===== src/design/jtdt_pkg.sv =====
`default_nettype none

package jtdt_pkg;

    localparam int MAX_TRACKS_DEF  = 256;
    localparam int QUEUE_DEPTH_DEF = 2;

    localparam int CNT_W       = 9;
    localparam int CNT_FIELD_MAX = (2 ** CNT_W) - 1;
    localparam int PT_SUM_W    = 24;
    localparam int D0_SUM_W    = 24;
    localparam int D0_MAX_W    = 15;
    localparam int S_TDATA_W   = 104;
    localparam int M_TDATA_W   = 80;
    localparam int CFG_ADDR_W  = 3;
    localparam int CFG_DATA_W  = 24;
    localparam int DIV_W       = 24;
    localparam int DIV_STEP_W  = 5;

    localparam logic [13:0] PI_Q10     = 14'd3217;
    localparam logic [13:0] TWO_PI_Q10 = 14'd6434;
    localparam logic [15:0] FRAC_MAX   = 16'hFFFF;
    localparam logic [15:0] MEAN_POS_MAX = 16'h7FFF;
    localparam logic [15:0] MEAN_NEG_MIN = 16'h8000;

    localparam logic [DIV_STEP_W-1:0] FRAC_STEPS = 5'd16;
    localparam logic [DIV_STEP_W-1:0] MEAN_STEPS = 5'd24;

    typedef enum logic [CFG_ADDR_W-1:0] {
        REG_CONE_RADIUS_SQ   = 3'd0,
        REG_SIGNIFICANCE_CUT = 3'd1,
        REG_PROMPT_D0_CUT    = 3'd2,
        REG_MIN_TRACK_PT     = 3'd3,
        REG_JET_ETA_LIMIT    = 3'd4
    } cfg_reg_t;

    typedef struct packed {
        logic [23:0] cone_radius_sq;
        logic [9:0]  significance_cut;
        logic [14:0] prompt_d0_cut;
        logic [15:0] min_track_pt;
        logic [12:0] jet_eta_limit;
    } cfg_t;

    localparam cfg_t CFG_RESET = '{
        cone_radius_sq:   24'd167772,
        significance_cut: 10'd48,
        prompt_d0_cut:    15'd200,
        min_track_pt:     16'd16,
        jet_eta_limit:    13'd2560
    };

    // Per-jet totals handed from the front to the back
    typedef struct packed {
        logic [PT_SUM_W-1:0]        sum_all_pt;
        logic [PT_SUM_W-1:0]        sum_sig_pt;
        logic [PT_SUM_W-1:0]        sum_prompt_pt;
        logic [D0_MAX_W-1:0]        max_d0;
        logic signed [D0_SUM_W-1:0] sum_d0;
        logic [CNT_W-1:0]           count;
        logic                       eta_ok;
    } jet_sum_t;

    typedef struct packed {
        logic                  start;
        logic [DIV_W-1:0]      rem_init;
        logic [DIV_W-1:0]      num;
        logic [DIV_W-1:0]      divisor;
        logic [DIV_STEP_W-1:0] steps;
    } div_req_t;

    typedef struct packed {
        logic             done;
        logic [DIV_W-1:0] quo;
    } div_rsp_t;

    typedef enum logic [2:0] {
        B_IDLE,
        B_SIG_ISSUE,
        B_SIG_WAIT,
        B_PR_ISSUE,
        B_PR_WAIT,
        B_MEAN_ISSUE,
        B_MEAN_WAIT,
        B_OUT
    } back_state_t;

    function automatic logic [PT_SUM_W-1:0] sat_add_pt(logic [PT_SUM_W-1:0] acc,
                                                       logic [15:0] pt);
        logic [PT_SUM_W:0] s;
        s = {1'b0, acc} + {{(PT_SUM_W - 15){1'b0}}, pt};
        return s[PT_SUM_W] ? {PT_SUM_W{1'b1}} : s[PT_SUM_W-1:0];
    endfunction

endpackage

`default_nettype wire


===== src/design/jet_track_displacement_tagger.sv =====
`default_nettype none

// Channel   | Ports                         | Contents
// ----------+-------------------------------+---------------------------------------------
// tracks in | s_axis_tvalid/tready/tdata    | one track tested against one jet axis
//           | s_axis_tuser, s_axis_tlast    | tuser = track present, tlast = last of jet
// results   | m_axis_tvalid/tready/tdata    | one summary per jet, on the item with tlast
// config    | cfg_we, cfg_addr, cfg_wdata   | register write, no read-back
//
// One track is taken per cycle. Tracks pass three register stages (wrap and
// magnitudes, squares and error product, cone and significance compares) into the
// accumulators. A finished jet moves its totals into a two-entry queue; the back end
// runs them through one shared radix-2 divider (16 steps per fraction, 24 for the mean)
// and holds the summary in an output register. The input stalls only while a last
// item finds the queue full. Reset is synchronous, active low, and restores register
// defaults and empty totals.
module jet_track_displacement_tagger #(
    parameter int MAX_TRACKS  = jtdt_pkg::MAX_TRACKS_DEF,
    parameter int QUEUE_DEPTH = jtdt_pkg::QUEUE_DEPTH_DEF
) (
    input  logic                             aclk,
    input  logic                             aresetn,
    // jet_eta[13:0], jet_phi[26:14], track_eta[40:27], track_phi[53:41],
    // pt[69:54], d0[85:70], d0 error[101:86], zero pad
    input  logic [jtdt_pkg::S_TDATA_W-1:0]   s_axis_tdata,
    // track_present
    input  logic                             s_axis_tuser,
    input  logic                             s_axis_tlast,
    input  logic                             s_axis_tvalid,
    output logic                             s_axis_tready,
    // alpha_max[15:0], alpha_max_prompt[31:16], largest_d0[46:32], mean_d0[62:47],
    // track_count[71:63], good_jet[72], zero pad
    output logic [jtdt_pkg::M_TDATA_W-1:0]   m_axis_tdata,
    output logic                             m_axis_tvalid,
    input  logic                             m_axis_tready,
    input  logic                             cfg_we,
    input  logic [jtdt_pkg::CFG_ADDR_W-1:0]  cfg_addr,
    input  logic [jtdt_pkg::CFG_DATA_W-1:0]  cfg_wdata
);
    import jtdt_pkg::*;

    cfg_t     cfg_reg;
    logic     q_push, q_full, q_valid, q_pop;
    jet_sum_t q_wdata, q_rdata;
    div_req_t div_req;
    div_rsp_t div_rsp;

    // Register file: the user must write only while the block is idle; the block does not enforce this
    always_ff @(posedge aclk) begin
        if (!aresetn) begin
            cfg_reg <= CFG_RESET;
        end else if (cfg_we) begin
            unique case (cfg_addr)
                REG_CONE_RADIUS_SQ:   cfg_reg.cone_radius_sq   <= cfg_wdata;
                REG_SIGNIFICANCE_CUT: cfg_reg.significance_cut <= cfg_wdata[9:0];
                REG_PROMPT_D0_CUT:    cfg_reg.prompt_d0_cut    <= cfg_wdata[14:0];
                REG_MIN_TRACK_PT:     cfg_reg.min_track_pt     <= cfg_wdata[15:0];
                REG_JET_ETA_LIMIT:    cfg_reg.jet_eta_limit    <= cfg_wdata[12:0];
                default: ; // drop writes to unused indexes
            endcase
        end
    end

    // Front: cone test and per-jet accumulation
    jtdt_front #(
        .MAX_TRACKS (MAX_TRACKS)
    ) u_front (
        .aclk       (aclk),
        .aresetn    (aresetn),
        .cfg        (cfg_reg),
        .in_valid   (s_axis_tvalid),
        .in_ready   (s_axis_tready),
        .in_data    (s_axis_tdata),
        .in_present (s_axis_tuser),
        .in_last    (s_axis_tlast),
        .q_push     (q_push),
        .q_data     (q_wdata),
        .q_full     (q_full)
    );

    // Finished jets wait here for the divider
    jtdt_queue #(
        .DEPTH (QUEUE_DEPTH)
    ) u_queue (
        .aclk    (aclk),
        .aresetn (aresetn),
        .push    (q_push),
        .wdata   (q_wdata),
        .full    (q_full),
        .valid   (q_valid),
        .rdata   (q_rdata),
        .pop     (q_pop)
    );

    // Back: fractions, mean and the output register
    jtdt_back u_back (
        .aclk      (aclk),
        .aresetn   (aresetn),
        .q_valid   (q_valid),
        .q_data    (q_rdata),
        .q_pop     (q_pop),
        .div_req   (div_req),
        .div_rsp   (div_rsp),
        .out_valid (m_axis_tvalid),
        .out_ready (m_axis_tready),
        .out_data  (m_axis_tdata)
    );

    // Shared divider, one quotient bit per cycle
    jtdt_div u_div (
        .aclk    (aclk),
        .aresetn (aresetn),
        .req     (div_req),
        .rsp     (div_rsp)
    );

endmodule

`default_nettype wire


===== src/design/jtdt_front.sv =====
`default_nettype none

module jtdt_front #(
    parameter int MAX_TRACKS = jtdt_pkg::MAX_TRACKS_DEF
) (
    input  logic                            aclk,
    input  logic                            aresetn,
    input  jtdt_pkg::cfg_t                  cfg,
    input  logic                            in_valid,
    output logic                            in_ready,
    input  logic [jtdt_pkg::S_TDATA_W-1:0]  in_data,
    input  logic                            in_present,
    input  logic                            in_last,
    output logic                            q_push,
    output jtdt_pkg::jet_sum_t              q_data,
    input  logic                            q_full
);
    import jtdt_pkg::*;

    localparam logic [CNT_W-1:0] CNT_LIMIT =
        CNT_W'((MAX_TRACKS > CNT_FIELD_MAX) ? CNT_FIELD_MAX : MAX_TRACKS);

    // unpack
    logic [13:0] jet_eta, track_eta;
    logic [12:0] jet_phi, track_phi;
    logic [15:0] trk_pt, trk_d0, track_err;

    assign jet_eta   = in_data[13:0];
    assign jet_phi   = in_data[26:14];
    assign track_eta = in_data[40:27];
    assign track_phi = in_data[53:41];
    assign trk_pt    = in_data[69:54];
    assign trk_d0    = in_data[85:70];
    assign track_err = in_data[101:86];

    // stage 1: differences, wrap, magnitudes
    logic [14:0] deta_s;
    logic [13:0] deta_abs;
    logic [13:0] dphi_s;
    logic [13:0] dphi_abs;
    logic [13:0] dphi_wrap;
    logic [15:0] ad0, aerr;
    logic [13:0] eta_abs;

    always_comb begin
        deta_s   = {jet_eta[13], jet_eta} - {track_eta[13], track_eta};
        deta_abs = deta_s[14] ? 14'(~deta_s + 15'd1) : deta_s[13:0];
        dphi_s   = {jet_phi[12], jet_phi} - {track_phi[12], track_phi};
        dphi_abs = dphi_s[13] ? (~dphi_s + 14'd1) : dphi_s;
        if (dphi_abs <= PI_Q10) begin
            dphi_wrap = dphi_abs;
        end else if (dphi_abs <= TWO_PI_Q10) begin
            dphi_wrap = TWO_PI_Q10 - dphi_abs;
        end else begin
            // wrapped difference went negative: square of its magnitude
            dphi_wrap = dphi_abs - TWO_PI_Q10;
        end
        ad0     = trk_d0[15] ? (~trk_d0 + 16'd1) : trk_d0;
        aerr    = track_err[15] ? (~track_err + 16'd1) : track_err;
        eta_abs = jet_eta[13] ? (~jet_eta + 14'd1) : jet_eta;
    end

    logic adv;

    logic        s1_valid_reg;
    logic [13:0] s1_deta_reg;
    logic [12:0] s1_dphi_reg;
    logic [15:0] s1_ad0_reg, s1_err_reg, s1_d0_reg, s1_pt_reg;
    logic        s1_present_reg, s1_last_reg, s1_eta_ok_reg, s1_pt_ok_reg, s1_prompt_ok_reg;

    logic        s2_valid_reg;
    logic [27:0] s2_deta2_reg;
    logic [25:0] s2_dphi2_reg;
    logic [25:0] s2_sig_rhs_reg;
    logic [15:0] s2_ad0_reg, s2_d0_reg, s2_pt_reg;
    logic        s2_present_reg, s2_last_reg, s2_eta_ok_reg, s2_pt_ok_reg, s2_prompt_ok_reg;

    logic        s3_valid_reg;
    logic        s3_take_reg, s3_sig_ok_reg, s3_prompt_ok_reg, s3_last_reg, s3_eta_ok_reg;
    logic [15:0] s3_d0_reg, s3_pt_reg;

    logic [28:0] dr2;
    logic        in_cone, sig_ok;

    assign dr2     = {1'b0, s2_deta2_reg} + {3'b000, s2_dphi2_reg};
    assign in_cone = dr2 < {5'b00000, cfg.cone_radius_sq};
    assign sig_ok  = {6'b000000, s2_ad0_reg, 4'b0000} < s2_sig_rhs_reg;

    // hold the whole pipe while a finished jet cannot enter the queue
    assign adv      = !(s3_valid_reg && s3_last_reg && q_full);
    assign in_ready = adv;

    always_ff @(posedge aclk) begin
        if (!aresetn) begin
            s1_valid_reg <= 1'b0;
            s2_valid_reg <= 1'b0;
            s3_valid_reg <= 1'b0;
        end else if (adv) begin
            s1_valid_reg <= in_valid;
            s2_valid_reg <= s1_valid_reg;
            s3_valid_reg <= s2_valid_reg;
        end
    end

    always_ff @(posedge aclk) begin
        if (adv) begin
            s1_deta_reg      <= deta_abs;
            s1_dphi_reg      <= dphi_wrap[12:0];
            s1_ad0_reg       <= ad0;
            s1_err_reg       <= aerr;
            s1_d0_reg        <= trk_d0;
            s1_pt_reg        <= trk_pt;
            s1_present_reg   <= in_present;
            s1_last_reg      <= in_last;
            s1_eta_ok_reg    <= eta_abs < {1'b0, cfg.jet_eta_limit};
            s1_pt_ok_reg     <= trk_pt > cfg.min_track_pt;
            s1_prompt_ok_reg <= ad0 < {1'b0, cfg.prompt_d0_cut};

            s2_deta2_reg     <= s1_deta_reg * s1_deta_reg;
            s2_dphi2_reg     <= s1_dphi_reg * s1_dphi_reg;
            s2_sig_rhs_reg   <= cfg.significance_cut * s1_err_reg;
            s2_ad0_reg       <= s1_ad0_reg;
            s2_d0_reg        <= s1_d0_reg;
            s2_pt_reg        <= s1_pt_reg;
            s2_present_reg   <= s1_present_reg;
            s2_last_reg      <= s1_last_reg;
            s2_eta_ok_reg    <= s1_eta_ok_reg;
            s2_pt_ok_reg     <= s1_pt_ok_reg;
            s2_prompt_ok_reg <= s1_prompt_ok_reg;

            s3_take_reg      <= s2_present_reg && in_cone && s2_pt_ok_reg;
            s3_sig_ok_reg    <= sig_ok;
            s3_prompt_ok_reg <= s2_prompt_ok_reg;
            s3_last_reg      <= s2_last_reg;
            s3_eta_ok_reg    <= s2_eta_ok_reg;
            s3_d0_reg        <= s2_d0_reg;
            s3_pt_reg        <= s2_pt_reg;
        end
    end

    // accumulators
    logic [PT_SUM_W-1:0]        sum_all_reg, sum_sig_reg, sum_prompt_reg;
    logic [PT_SUM_W-1:0]        sum_all_next, sum_sig_next, sum_prompt_next;
    logic [D0_MAX_W-1:0]        max_d0_reg, max_d0_next;
    logic signed [D0_SUM_W-1:0] sum_d0_reg, sum_d0_next;
    logic [CNT_W-1:0]           count_reg, count_next;

    logic                       take;
    logic signed [D0_SUM_W:0]   d0_wide;
    jet_sum_t                   upd;

    always_comb begin
        take    = s3_valid_reg && s3_take_reg && (count_reg < CNT_LIMIT);
        d0_wide = (D0_SUM_W + 1)'(sum_d0_reg) + (D0_SUM_W + 1)'($signed(s3_d0_reg));

        upd            = '0;
        upd.sum_all_pt = sum_all_reg;
        upd.sum_sig_pt = sum_sig_reg;
        upd.sum_prompt_pt = sum_prompt_reg;
        upd.max_d0     = max_d0_reg;
        upd.sum_d0     = sum_d0_reg;
        upd.count      = count_reg;
        upd.eta_ok     = s3_eta_ok_reg;

        if (take) begin
            upd.count      = count_reg + 1'b1;
            upd.sum_all_pt = sat_add_pt(sum_all_reg, s3_pt_reg);
            if (s3_sig_ok_reg) begin
                upd.sum_sig_pt = sat_add_pt(sum_sig_reg, s3_pt_reg);
            end
            if (s3_prompt_ok_reg) begin
                upd.sum_prompt_pt = sat_add_pt(sum_prompt_reg, s3_pt_reg);
            end
            if (!s3_d0_reg[15] && (s3_d0_reg[14:0] > max_d0_reg)) begin
                upd.max_d0 = s3_d0_reg[14:0];
            end
            if (d0_wide[D0_SUM_W] != d0_wide[D0_SUM_W-1]) begin
                // saturate to the signed range
                upd.sum_d0 = d0_wide[D0_SUM_W] ? {1'b1, {(D0_SUM_W - 1){1'b0}}}
                                               : {1'b0, {(D0_SUM_W - 1){1'b1}}};
            end else begin
                upd.sum_d0 = d0_wide[D0_SUM_W-1:0];
            end
        end

        // a finished jet clears everything
        if (s3_last_reg) begin
            sum_all_next    = '0;
            sum_sig_next    = '0;
            sum_prompt_next = '0;
            max_d0_next     = '0;
            sum_d0_next     = '0;
            count_next      = '0;
        end else begin
            sum_all_next    = upd.sum_all_pt;
            sum_sig_next    = upd.sum_sig_pt;
            sum_prompt_next = upd.sum_prompt_pt;
            max_d0_next     = upd.max_d0;
            sum_d0_next     = upd.sum_d0;
            count_next      = upd.count;
        end
    end

    assign q_push = s3_valid_reg && s3_last_reg && !q_full;
    assign q_data = upd;

    always_ff @(posedge aclk) begin
        if (!aresetn) begin
            sum_all_reg    <= '0;
            sum_sig_reg    <= '0;
            sum_prompt_reg <= '0;
            max_d0_reg     <= '0;
            sum_d0_reg     <= '0;
            count_reg      <= '0;
        end else if (s3_valid_reg && adv) begin
            sum_all_reg    <= sum_all_next;
            sum_sig_reg    <= sum_sig_next;
            sum_prompt_reg <= sum_prompt_next;
            max_d0_reg     <= max_d0_next;
            sum_d0_reg     <= sum_d0_next;
            count_reg      <= count_next;
        end
    end

endmodule

`default_nettype wire


===== src/design/jtdt_queue.sv =====
`default_nettype none

module jtdt_queue #(
    parameter int DEPTH = jtdt_pkg::QUEUE_DEPTH_DEF
) (
    input  logic               aclk,
    input  logic               aresetn,
    input  logic               push,
    input  jtdt_pkg::jet_sum_t wdata,
    output logic               full,
    output logic               valid,
    output jtdt_pkg::jet_sum_t rdata,
    input  logic               pop
);
    import jtdt_pkg::*;

    localparam int PTR_W = (DEPTH > 1) ? $clog2(DEPTH) : 1;
    localparam int CNT_QW = $clog2(DEPTH + 1);
    localparam logic [PTR_W-1:0]  LAST_PTR = PTR_W'(DEPTH - 1);
    localparam logic [CNT_QW-1:0] FULL_CNT = CNT_QW'(DEPTH);

    jet_sum_t            entry_reg [DEPTH];
    logic [PTR_W-1:0]    wr_ptr_reg, rd_ptr_reg;
    logic [CNT_QW-1:0]   fill_reg;
    logic                do_push, do_pop;

    assign full    = fill_reg == FULL_CNT;
    assign valid   = fill_reg != '0;
    assign rdata   = entry_reg[rd_ptr_reg];
    assign do_push = push && !full;
    assign do_pop  = pop && valid;

    always_ff @(posedge aclk) begin
        if (!aresetn) begin
            wr_ptr_reg <= '0;
            rd_ptr_reg <= '0;
            fill_reg   <= '0;
        end else begin
            if (do_push) begin
                wr_ptr_reg <= (wr_ptr_reg == LAST_PTR) ? '0 : wr_ptr_reg + 1'b1;
            end
            if (do_pop) begin
                rd_ptr_reg <= (rd_ptr_reg == LAST_PTR) ? '0 : rd_ptr_reg + 1'b1;
            end
            if (do_push && !do_pop) begin
                fill_reg <= fill_reg + 1'b1;
            end else if (do_pop && !do_push) begin
                fill_reg <= fill_reg - 1'b1;
            end
        end
    end

    always_ff @(posedge aclk) begin
        if (do_push) begin
            entry_reg[wr_ptr_reg] <= wdata;
        end
    end

endmodule

`default_nettype wire


===== src/design/jtdt_div.sv =====
`default_nettype none

module jtdt_div (
    input  logic               aclk,
    input  logic               aresetn,
    input  jtdt_pkg::div_req_t req,
    output jtdt_pkg::div_rsp_t rsp
);
    import jtdt_pkg::*;

    logic                  busy_reg, done_reg;
    logic [DIV_STEP_W-1:0] cnt_reg;
    logic [DIV_W-1:0]      rem_reg, num_reg, div_reg, quo_reg;

    logic [DIV_W:0]        trial, diff;
    logic                  fits;

    // one restoring step: shift in the next numerator bit, subtract if it fits
    always_comb begin
        trial = {rem_reg, num_reg[DIV_W-1]};
        diff  = trial - {1'b0, div_reg};
        fits  = trial >= {1'b0, div_reg};
    end

    always_ff @(posedge aclk) begin
        if (!aresetn) begin
            busy_reg <= 1'b0;
            done_reg <= 1'b0;
            cnt_reg  <= '0;
        end else begin
            done_reg <= 1'b0;
            if (req.start) begin
                busy_reg <= 1'b1;
                cnt_reg  <= req.steps;
            end else if (busy_reg) begin
                cnt_reg <= cnt_reg - 1'b1;
                if (cnt_reg == DIV_STEP_W'(1)) begin
                    busy_reg <= 1'b0;
                    done_reg <= 1'b1;
                end
            end
        end
    end

    always_ff @(posedge aclk) begin
        if (req.start) begin
            rem_reg <= req.rem_init;
            num_reg <= req.num;
            div_reg <= req.divisor;
            quo_reg <= '0;
        end else if (busy_reg) begin
            rem_reg <= fits ? diff[DIV_W-1:0] : trial[DIV_W-1:0];
            num_reg <= {num_reg[DIV_W-2:0], 1'b0};
            quo_reg <= {quo_reg[DIV_W-2:0], fits};
        end
    end

    assign rsp.done = done_reg;
    assign rsp.quo  = quo_reg;

endmodule

`default_nettype wire


===== src/design/jtdt_back.sv =====
`default_nettype none

module jtdt_back (
    input  logic                            aclk,
    input  logic                            aresetn,
    input  logic                            q_valid,
    input  jtdt_pkg::jet_sum_t              q_data,
    output logic                            q_pop,
    output jtdt_pkg::div_req_t              div_req,
    input  jtdt_pkg::div_rsp_t              div_rsp,
    output logic                            out_valid,
    input  logic                            out_ready,
    output logic [jtdt_pkg::M_TDATA_W-1:0]  out_data
);
    import jtdt_pkg::*;

    back_state_t state_reg, state_next;
    jet_sum_t    ent_reg, ent_next;
    logic [15:0] alpha_reg, alpha_next;
    logic [15:0] prompt_reg, prompt_next;
    logic [15:0] mean_reg, mean_next;
    logic        m_valid_reg, m_valid_next;
    logic [M_TDATA_W-1:0] m_data_reg, m_data_next;

    logic              d0_neg;
    logic [DIV_W-1:0]  d0_mag;
    logic              good;

    assign d0_neg = ent_reg.sum_d0[D0_SUM_W-1];
    assign d0_mag = d0_neg ? DIV_W'(~ent_reg.sum_d0 + 1'b1) : DIV_W'(ent_reg.sum_d0);
    assign good   = ent_reg.eta_ok && (ent_reg.count != '0);

    always_comb begin
        state_next   = state_reg;
        ent_next     = ent_reg;
        alpha_next   = alpha_reg;
        prompt_next  = prompt_reg;
        mean_next    = mean_reg;
        m_valid_next = m_valid_reg && !out_ready;
        m_data_next  = m_data_reg;
        q_pop        = 1'b0;
        div_req      = '0;

        unique case (state_reg)
            B_IDLE: begin
                if (q_valid) begin
                    q_pop      = 1'b1;
                    ent_next   = q_data;
                    state_next = B_SIG_ISSUE;
                end
            end
            B_SIG_ISSUE: begin
                if (ent_reg.sum_all_pt == '0 || ent_reg.sum_sig_pt >= ent_reg.sum_all_pt) begin
                    alpha_next = FRAC_MAX;
                    state_next = B_PR_ISSUE;
                end else begin
                    div_req.start    = 1'b1;
                    div_req.rem_init = ent_reg.sum_sig_pt;
                    div_req.divisor  = ent_reg.sum_all_pt;
                    div_req.steps    = FRAC_STEPS;
                    state_next       = B_SIG_WAIT;
                end
            end
            B_SIG_WAIT: begin
                if (div_rsp.done) begin
                    alpha_next = div_rsp.quo[15:0];
                    state_next = B_PR_ISSUE;
                end
            end
            B_PR_ISSUE: begin
                if (ent_reg.sum_all_pt == '0 ||
                    ent_reg.sum_prompt_pt >= ent_reg.sum_all_pt) begin
                    prompt_next = FRAC_MAX;
                    state_next  = B_MEAN_ISSUE;
                end else begin
                    div_req.start    = 1'b1;
                    div_req.rem_init = ent_reg.sum_prompt_pt;
                    div_req.divisor  = ent_reg.sum_all_pt;
                    div_req.steps    = FRAC_STEPS;
                    state_next       = B_PR_WAIT;
                end
            end
            B_PR_WAIT: begin
                if (div_rsp.done) begin
                    prompt_next = div_rsp.quo[15:0];
                    state_next  = B_MEAN_ISSUE;
                end
            end
            B_MEAN_ISSUE: begin
                if (ent_reg.count == '0) begin
                    mean_next  = '0;
                    state_next = B_OUT;
                end else begin
                    div_req.start   = 1'b1;
                    div_req.num     = d0_mag;
                    div_req.divisor = DIV_W'(ent_reg.count);
                    div_req.steps   = MEAN_STEPS;
                    state_next      = B_MEAN_WAIT;
                end
            end
            B_MEAN_WAIT: begin
                if (div_rsp.done) begin
                    if (d0_neg) begin
                        mean_next = (div_rsp.quo > DIV_W'(MEAN_NEG_MIN)) ? MEAN_NEG_MIN
                                  : (~div_rsp.quo[15:0] + 16'd1);
                    end else begin
                        mean_next = (div_rsp.quo > DIV_W'(MEAN_POS_MAX)) ? MEAN_POS_MAX
                                  : div_rsp.quo[15:0];
                    end
                    state_next = B_OUT;
                end
            end
            B_OUT: begin
                if (!m_valid_reg || out_ready) begin
                    m_valid_next = 1'b1;
                    m_data_next  = {7'b0000000, good, ent_reg.count, mean_reg,
                                    ent_reg.max_d0, prompt_reg, alpha_reg};
                    state_next   = B_IDLE;
                end
            end
            default: state_next = B_IDLE;
        endcase
    end

    always_ff @(posedge aclk) begin
        if (!aresetn) begin
            state_reg   <= B_IDLE;
            m_valid_reg <= 1'b0;
        end else begin
            state_reg   <= state_next;
            m_valid_reg <= m_valid_next;
        end
    end

    always_ff @(posedge aclk) begin
        ent_reg    <= ent_next;
        alpha_reg  <= alpha_next;
        prompt_reg <= prompt_next;
        mean_reg   <= mean_next;
        m_data_reg <= m_data_next;
    end

    assign out_valid = m_valid_reg;
    assign out_data  = m_data_reg;

endmodule

`default_nettype wire


===== config.mk =====
export PLATFORM = sky130hd
export DESIGN_NAME = jet_track_displacement_tagger
export DESIGN_NICKNAME = d
export VERILOG_FILES = /design/src/design/jtdt_pkg.sv /design/src/design/jet_track_displacement_tagger.sv /design/src/design/jtdt_front.sv /design/src/design/jtdt_queue.sv /design/src/design/jtdt_div.sv /design/src/design/jtdt_back.sv
export SDC_FILE = /design/constraint.sdc
export NUM_CORES = 2
export LEC_CHECK = 0
export BUFFER_PORTS_ARGS = -buffer_cell sky130_fd_sc_hd__buf_2
export CORE_UTILIZATION = 61
export CTS_CLUSTER_SIZE = 16
export DETAILED_ROUTE_END_ITERATION = 16
export GPL_TIMING_DRIVEN = 1
export PLACE_DENSITY = 0.8
export SLEW_MARGIN = 5
export SYNTH_ARGS = -nofsm -noshare
export SYNTH_HDL_FRONTEND = slang
export SYNTH_SLANG_ARGS = --single-unit

===== constraint.sdc =====
create_clock -name aclk -period 17 [get_ports aclk]
set_input_delay 3.4 -clock aclk [delete_from_list [all_inputs] [get_ports aclk]]
set_output_delay 3.4 -clock aclk [all_outputs]
set_load 0.1 [all_outputs]

Word-level counts from Yosys, hierarchy flattened:

Memories as Yosys holds them, arrays and structs flattened. A register that Yosys moved wholly into a read port is not among the register bits.
Index checks and enable logic that the tools add are counted.
W data, S select, Z words.

* add/subtract/negate cells: 23
* multipliers: 3
* div/mod/pow operators: 0
* magnitude comparators: 14
* equality and inequality tests: 22
* shift operators: 0
* multiplexer cells: 74
* bitwise operators: 9
* reductions and logical operators: 48

Operator list (count)
* $mux W24: 18
* $mux W16: 9
* $mux W120: 1
* $add A24 B16 Y25: 4
* $pmux W16 S2: 3
* $pmux W29 S3: 1
* $mux W29: 2
* $mux W53: 1
* $mux W25: 2
* $add A16 B1 Y16 const B: 3
* $ge A24 B24 Y1: 2
* $not A16 Y16: 3
* $pmux W24 S2: 1
* $mux W15: 3
* $add A14 B1 Y14 const B: 3
* $mux W14: 3
* $not A14 Y14: 3
* $add A28 B26 Y29: 1
* $lt A29 B24 Y1: 1
* $mul A14 B14 Y28: 1
* $lt A20 B26 Y1: 1
* $mul A10 B16 Y26: 1
* $mul A13 B13 Y26: 1
* $mux W13: 2
* other kinds (50): 123

* register bits after elaboration: 699
* latch bits: 0
* memory bits (writable): 242
* memory bits (read-only): 0
* output and inout port bits: 82
* memories kept: 1

Memories
* u_queue.entry_reg: words 2, bits a word 121, rd ports 1, clocked after memory_dff 1, write ports 1, line jtdt_queue.sv:22 `jet_sum_t entry_reg [DEPTH];`

Longest topological paths before layout:

* depth in word-level cells: 8
* gate-level depth with buffers: 26
* gate-level depth less buffers: 25

Cells and area by module:

From an unflattened synthesis, not the netlist that was laid out.

* cell total of the unflattened synthesis: 6229
* area, all modules: 67627.4 um^2

By module, submodules not included
* jtdt_front: instances 1, cells an instance 4282, area each 39307.7 um^2, seq. area each 10329.9 um^2
* jtdt_back: instances 1, cells an instance 757, area each 10767.8 um^2, seq. area each 7347.0 um^2
* jtdt_queue: instances 1, cells an instance 401, area each 8989.9 um^2, seq. area each 7367.1 um^2
* jtdt_div: instances 1, cells an instance 492, area each 5494.0 um^2, seq. area each 2782.7 um^2
* jet_track_displacement_tagger: instances 1, cells an instance 297, area each 3067.9 um^2, seq. area each 1561.5 um^2

Least setup slack after synthesis:

No wires, ideal clock.

* kind: reg-to-reg
* from: register u_front.s3_valid_reg
* to: memory u_queue.entry_reg[0][0] (netlist bit), enable pin
* library setup time: 0.604 ns
* arrival: 13.926 ns
* data required time: 16.396 ns
* setup slack: 2.469 ns
* cell stages (with the launch flop): 6
* path through: dfxtp_1 > nand4b_1 > and2_1 > clkbuf_1 > nand2_1 > nor2_1

* longest elaborated chain between the ends: 5

Ends and longest elaborated chain
* from (decl): line jtdt_front.sv:78 `logic s3_valid_reg;`
* from (signal assigned): line jtdt_front.sv:101 `s3_valid_reg <= s2_valid_reg;`
* $logic_and A1 B1 Y1 (2 in series): line jtdt_front.sv:204 `assign q_push = s3_valid_reg && s3_last_reg && !q_full;`
* $logic_and A1 B1 Y1: line jtdt_queue.sv:30 `assign do_push = push && !full;`
* $mux W1: line jtdt_queue.sv:54 `if (do_push) begin`
* $mux W1 (not written as such): line jtdt_queue.sv:55 `entry_reg[wr_ptr_reg] <= wdata;`
* to (decl): line jtdt_queue.sv:22

No other way between the ends.

Worst setup path after layout:

* from: input port s_axis_tdata[47] (netlist bit)
* to: register u_front.s1_dphi_reg[6] (data pin)

* longest elaborated chain between the ends: 7
* elaborated cells on any way between the ends: 10

Ends and longest elaborated chain
* from (decl): line jet_track_displacement_tagger.sv:25 `input logic [jtdt_pkg::S_TDATA_W-1:0] s_axis_tdata,`
* $sub A13 B13 Y14 *: line jtdt_front.sv:48 `dphi_s = {jet_phi[12], jet_phi} - {track_phi[12], track_phi};`
* $not A14 Y14: line jtdt_front.sv:49 `dphi_abs = dphi_s[13] ? (~dphi_s + 14'd1) : dphi_s;`
* $add A14 B1 Y14: line jtdt_front.sv:49
* $mux W14 *: line jtdt_front.sv:49
* $sub A13 B13 Y13, or another cell as far along: line jtdt_front.sv:56 `dphi_wrap = dphi_abs - TWO_PI_Q10;`
* $mux W13: line jtdt_front.sv:52 `end else if (dphi_abs <= TWO_PI_Q10) begin`
* $mux W13 *: line jtdt_front.sv:50 `if (dphi_abs <= PI_Q10) begin`
* net u_front.dphi_wrap[6]: line jtdt_front.sv:41 `logic [13:0] dphi_wrap;`
* to (signal assigned): line jtdt_front.sv:108 `s1_dphi_reg <= dphi_wrap[12:0];`
* to (decl): line jtdt_front.sv:67 `logic [12:0] s1_dphi_reg;`

Mark *: on every way through the listed nets, which the timed path passes. The rest lies on a longest branch.
A chain may end at the register's enable or synchronous reset.

==> results.json <==
{
  "post_cts_buffers": 0,
  "port_buffers": 210,
  "cp_slowest_cell": "a311oi_1",
  "cts_resized": 0,
  "grt_remaining_overflow": 0,
  "die_y_um": 333.2,
  "slew_headroom": 0.1825,
  "fin_nets": 7310,
  "post-dp-hpwl_um": 106800,
  "synthCells": 6182,
  "dieArea_mm2": 0.1110,
  "cap_violations": 0,
  "hold_class": "flip-flop to flip-flop",
  "synth-simple-area-share": 0.1120,
  "routed_wl_um": 144700,
  "antenna_found_initial": 23,
  "synth_top_family_by_area": "adder cells",
  "muxShareOfSynthArea": 0.03208,
  "critPathMaxStageDelay_ns": 0.82,
  "crit_fanout": 16,
  "fill_cells": 7817,
  "fin_skew_ns": 0.05016,
  "stdcell_count": 7822,
  "yosysTopAreaCell": "edfxtp_1",
  "finalSetupTns_ns": 0,
  "synthArstFlopShare": 0,
  "synth-seq-area-share": 0.4390,
  "outcome": "complete, no violations",
  "crit_chain": "buf_2 > inv_1 > ha_1 > o21a_1 > or2b_1 > a211oi_1 > o21ai_1 > buf_4 > o21ai_0 > inv_1 > ha_1 > nor2_1 > nand3b_1 > nor4_1 > a2111oi_0 > o31ai_1 > a311oi_1 > or2_2 > a41oi_1 > xnor2_1",
  "required_ns": 17.42,
  "clk_path_buf_depth": 3,
  "clock_latency_ns": 0.71,
  "hold_viol": 0,
  "yosysWarnings": 0,
  "dp_cells": 7618,
  "clock-root-buffer": "clkbuf_16",
  "period_needed_ns": 8.558,
  "postPlaceCellArea_mm2": 0.06914,
  "h-tree-depth": 3,
  "rows": 121,
  "yosys-top-cells-area": "edfxtp_1, ha_1, fa_1",
  "slew_viol_final": 0,
  "numCtsBuffers": 104,
  "fmax_mhz": 116.9,
  "grt_setup_unrepaired": "false",
  "grt_pass1_vias": 44870,
  "drive_gt1_frac": 0.09891,
  "fp.dieW_um": 333.2,
  "synth_xor_area_frac": 0.04034,
  "postLayoutCellArea_mm2": 0.07273,
  "endpoint_kind": "flip-flop",
  "via_per_inst": 5.791,
  "whs_ns": 0.3891,
  "ys_ff_latch": 1058,
  "grt_use_total": 0.2610,
  "worstPathArrival_ns": 8.98,
  "gp_congestion": 0.9682,
  "cts.sinks": 1058,
  "tightest_slew_ns": 1.224,
  "fin_crit_sh": 0.5034,
  "drtAntennaViolNets": 0,
  "grt_pass1_wl_um": 231900,
  "ios": 220,
  "dr.pass1.iters": 6,
  "synth_edf_count": 818,
  "cp_top_family": "compound AO/OA/AOI/OAI gates",
  "cts_tree": "done",
  "wl_per_cell_um": 18.50,
  "clkTransAtPathRegs_ns": 0.06,
  "finalSetupViolations": 0,
  "drc_errors": 0,
  "largest_reg_flops": 242,
  "core_mm2": 0.1089,
  "critical_path_buf_inv_count": 4,
  "critPathLaunchType": "input pin",
  "synth.distinct_cells": 104,
  "postSynthAreaPerCell_um2": 10.82,
  "grt_max_degree": 77,
  "areaGrowthSynthToFinish_pct": 8.717,
  "initial_utilization": 0.6146,
  "synth_ff_type": "edfxtp_1",
  "synth_compound_area_frac": 0.1193,
  "synth_top_area_frac": 0.3672,
  "num_vias": 45290,
  "cts.hold.buffers_added": 0,
  "netlist_area_mm2": 0.06690,
  "drt_iter0_drc": 3139,
  "synth_fa_ha_area_frac": 0.2006,
  "worstSetupPathType": "input pin to flip-flop"
}
-- cell type report --
cell class / count / area, um2 / area share
Multi-Input combinational cell: 4143 / 33830 / 0.4651
Sequential cell: 1058 / 29370 / 0.4038
Clock buffer: 136 / 2887 / 0.03969
Inverter: 756 / 2838 / 0.03902
Tap cell: 1414 / 1769 / 0.02433
Timing Repair Buffer: 247 / 1331 / 0.01830
Clock inverter: 60 / 685.7 / 0.009427
Antenna cell: 8 / 20.02 / 0.0002752
-- Yosys cell counts (155+ instances only) --
library cell / count
a21oi_1: 218
and2_1: 155
clkbuf_1: 203
dfxtp_1: 240
edfxtp_1: 818
fa_1: 331
ha_1: 531
inv_1: 756
nand2_1: 644
nor2_1: 273
o21ai_0: 297
xnor2_1: 212
-- cells by family after synthesis --
kind of cell	Yosys count
AOI/OAI and AO/OA	1182
muxes	198
xor gates and xnor gates	306
DFF	1058
other	1
and+or+nand+nor	1573
buffers and inverters	987
adders and majority gates	877
-- cell usage in the layout, fill, tap and decap left out, types with 26 or more instances in the layout --
cell       instances
nand2_1          644
nor3_1            76
nor4_1            26
buf_4             38
a21boi_0          88
edfxtp_1         818
o21ai_0          297
o31ai_1           39
xor2_1            93
nor2_1           270
and2_1           156
o21a_1            59
a21oi_1          218
o211ai_1          31
or3_1             34
nand2b_1          70
nand3_1           61
fa_1             331
clkbuf_16        107
or2_2             35
a21o_1           105
nand4_1           31
nor2b_1           70
a22o_1            73
mux2_2           131
buf_2            209
dfxtp_1          239
a211oi_1          26
and3_1            31
xnor2_1          211
inv_1            755
mux2i_1           67
ha_1             531
a22oi_1           36
-- metal layers --
| metal | part of all wire | track usage |
|---|---|---|
| met2 | 0.48 | 0.4458 |
| met3 | 0.061 | 0.04285 |
| met5 | 0.0014 | 0 |
| met1 | 0.41 | 0.3314 |
| met4 | 0.040 | 0.1036 |
-- final timing paths --
kind              slack (ns)                       end                    from  cells past startpoint
hold / removal          0.39      u_front.s2_pt_reg[6]    u_front.s1_pt_reg[6]                      0
setup reg to reg       10.21  u_front.s2_deta2_reg[27]  u_front.s1_deta_reg[8]                     22
hold reg to reg         0.39      u_front.s2_pt_reg[6]    u_front.s1_pt_reg[6]                      0
setup / recovery        8.44    u_front.s1_dphi_reg[6]        s_axis_tdata[47]                     20
-- per-stage QoR --
| stage | worst slack, ns | util |
|---|---|---|
| floorplan | 2.469 | - |
| detailed placement | 7.913 | 0.6352 |
| global placement | 7.934 | 0.6352 |
| CTS | 8.610 | 0.6680 |
| global route | 8.014 | 0.6680 |
| finish | 8.442 | 0.6682 |
Power is left out: the tool's default activity adds up to more than one toggle a clock period on the data nets, which glitch-free logic cannot reach.
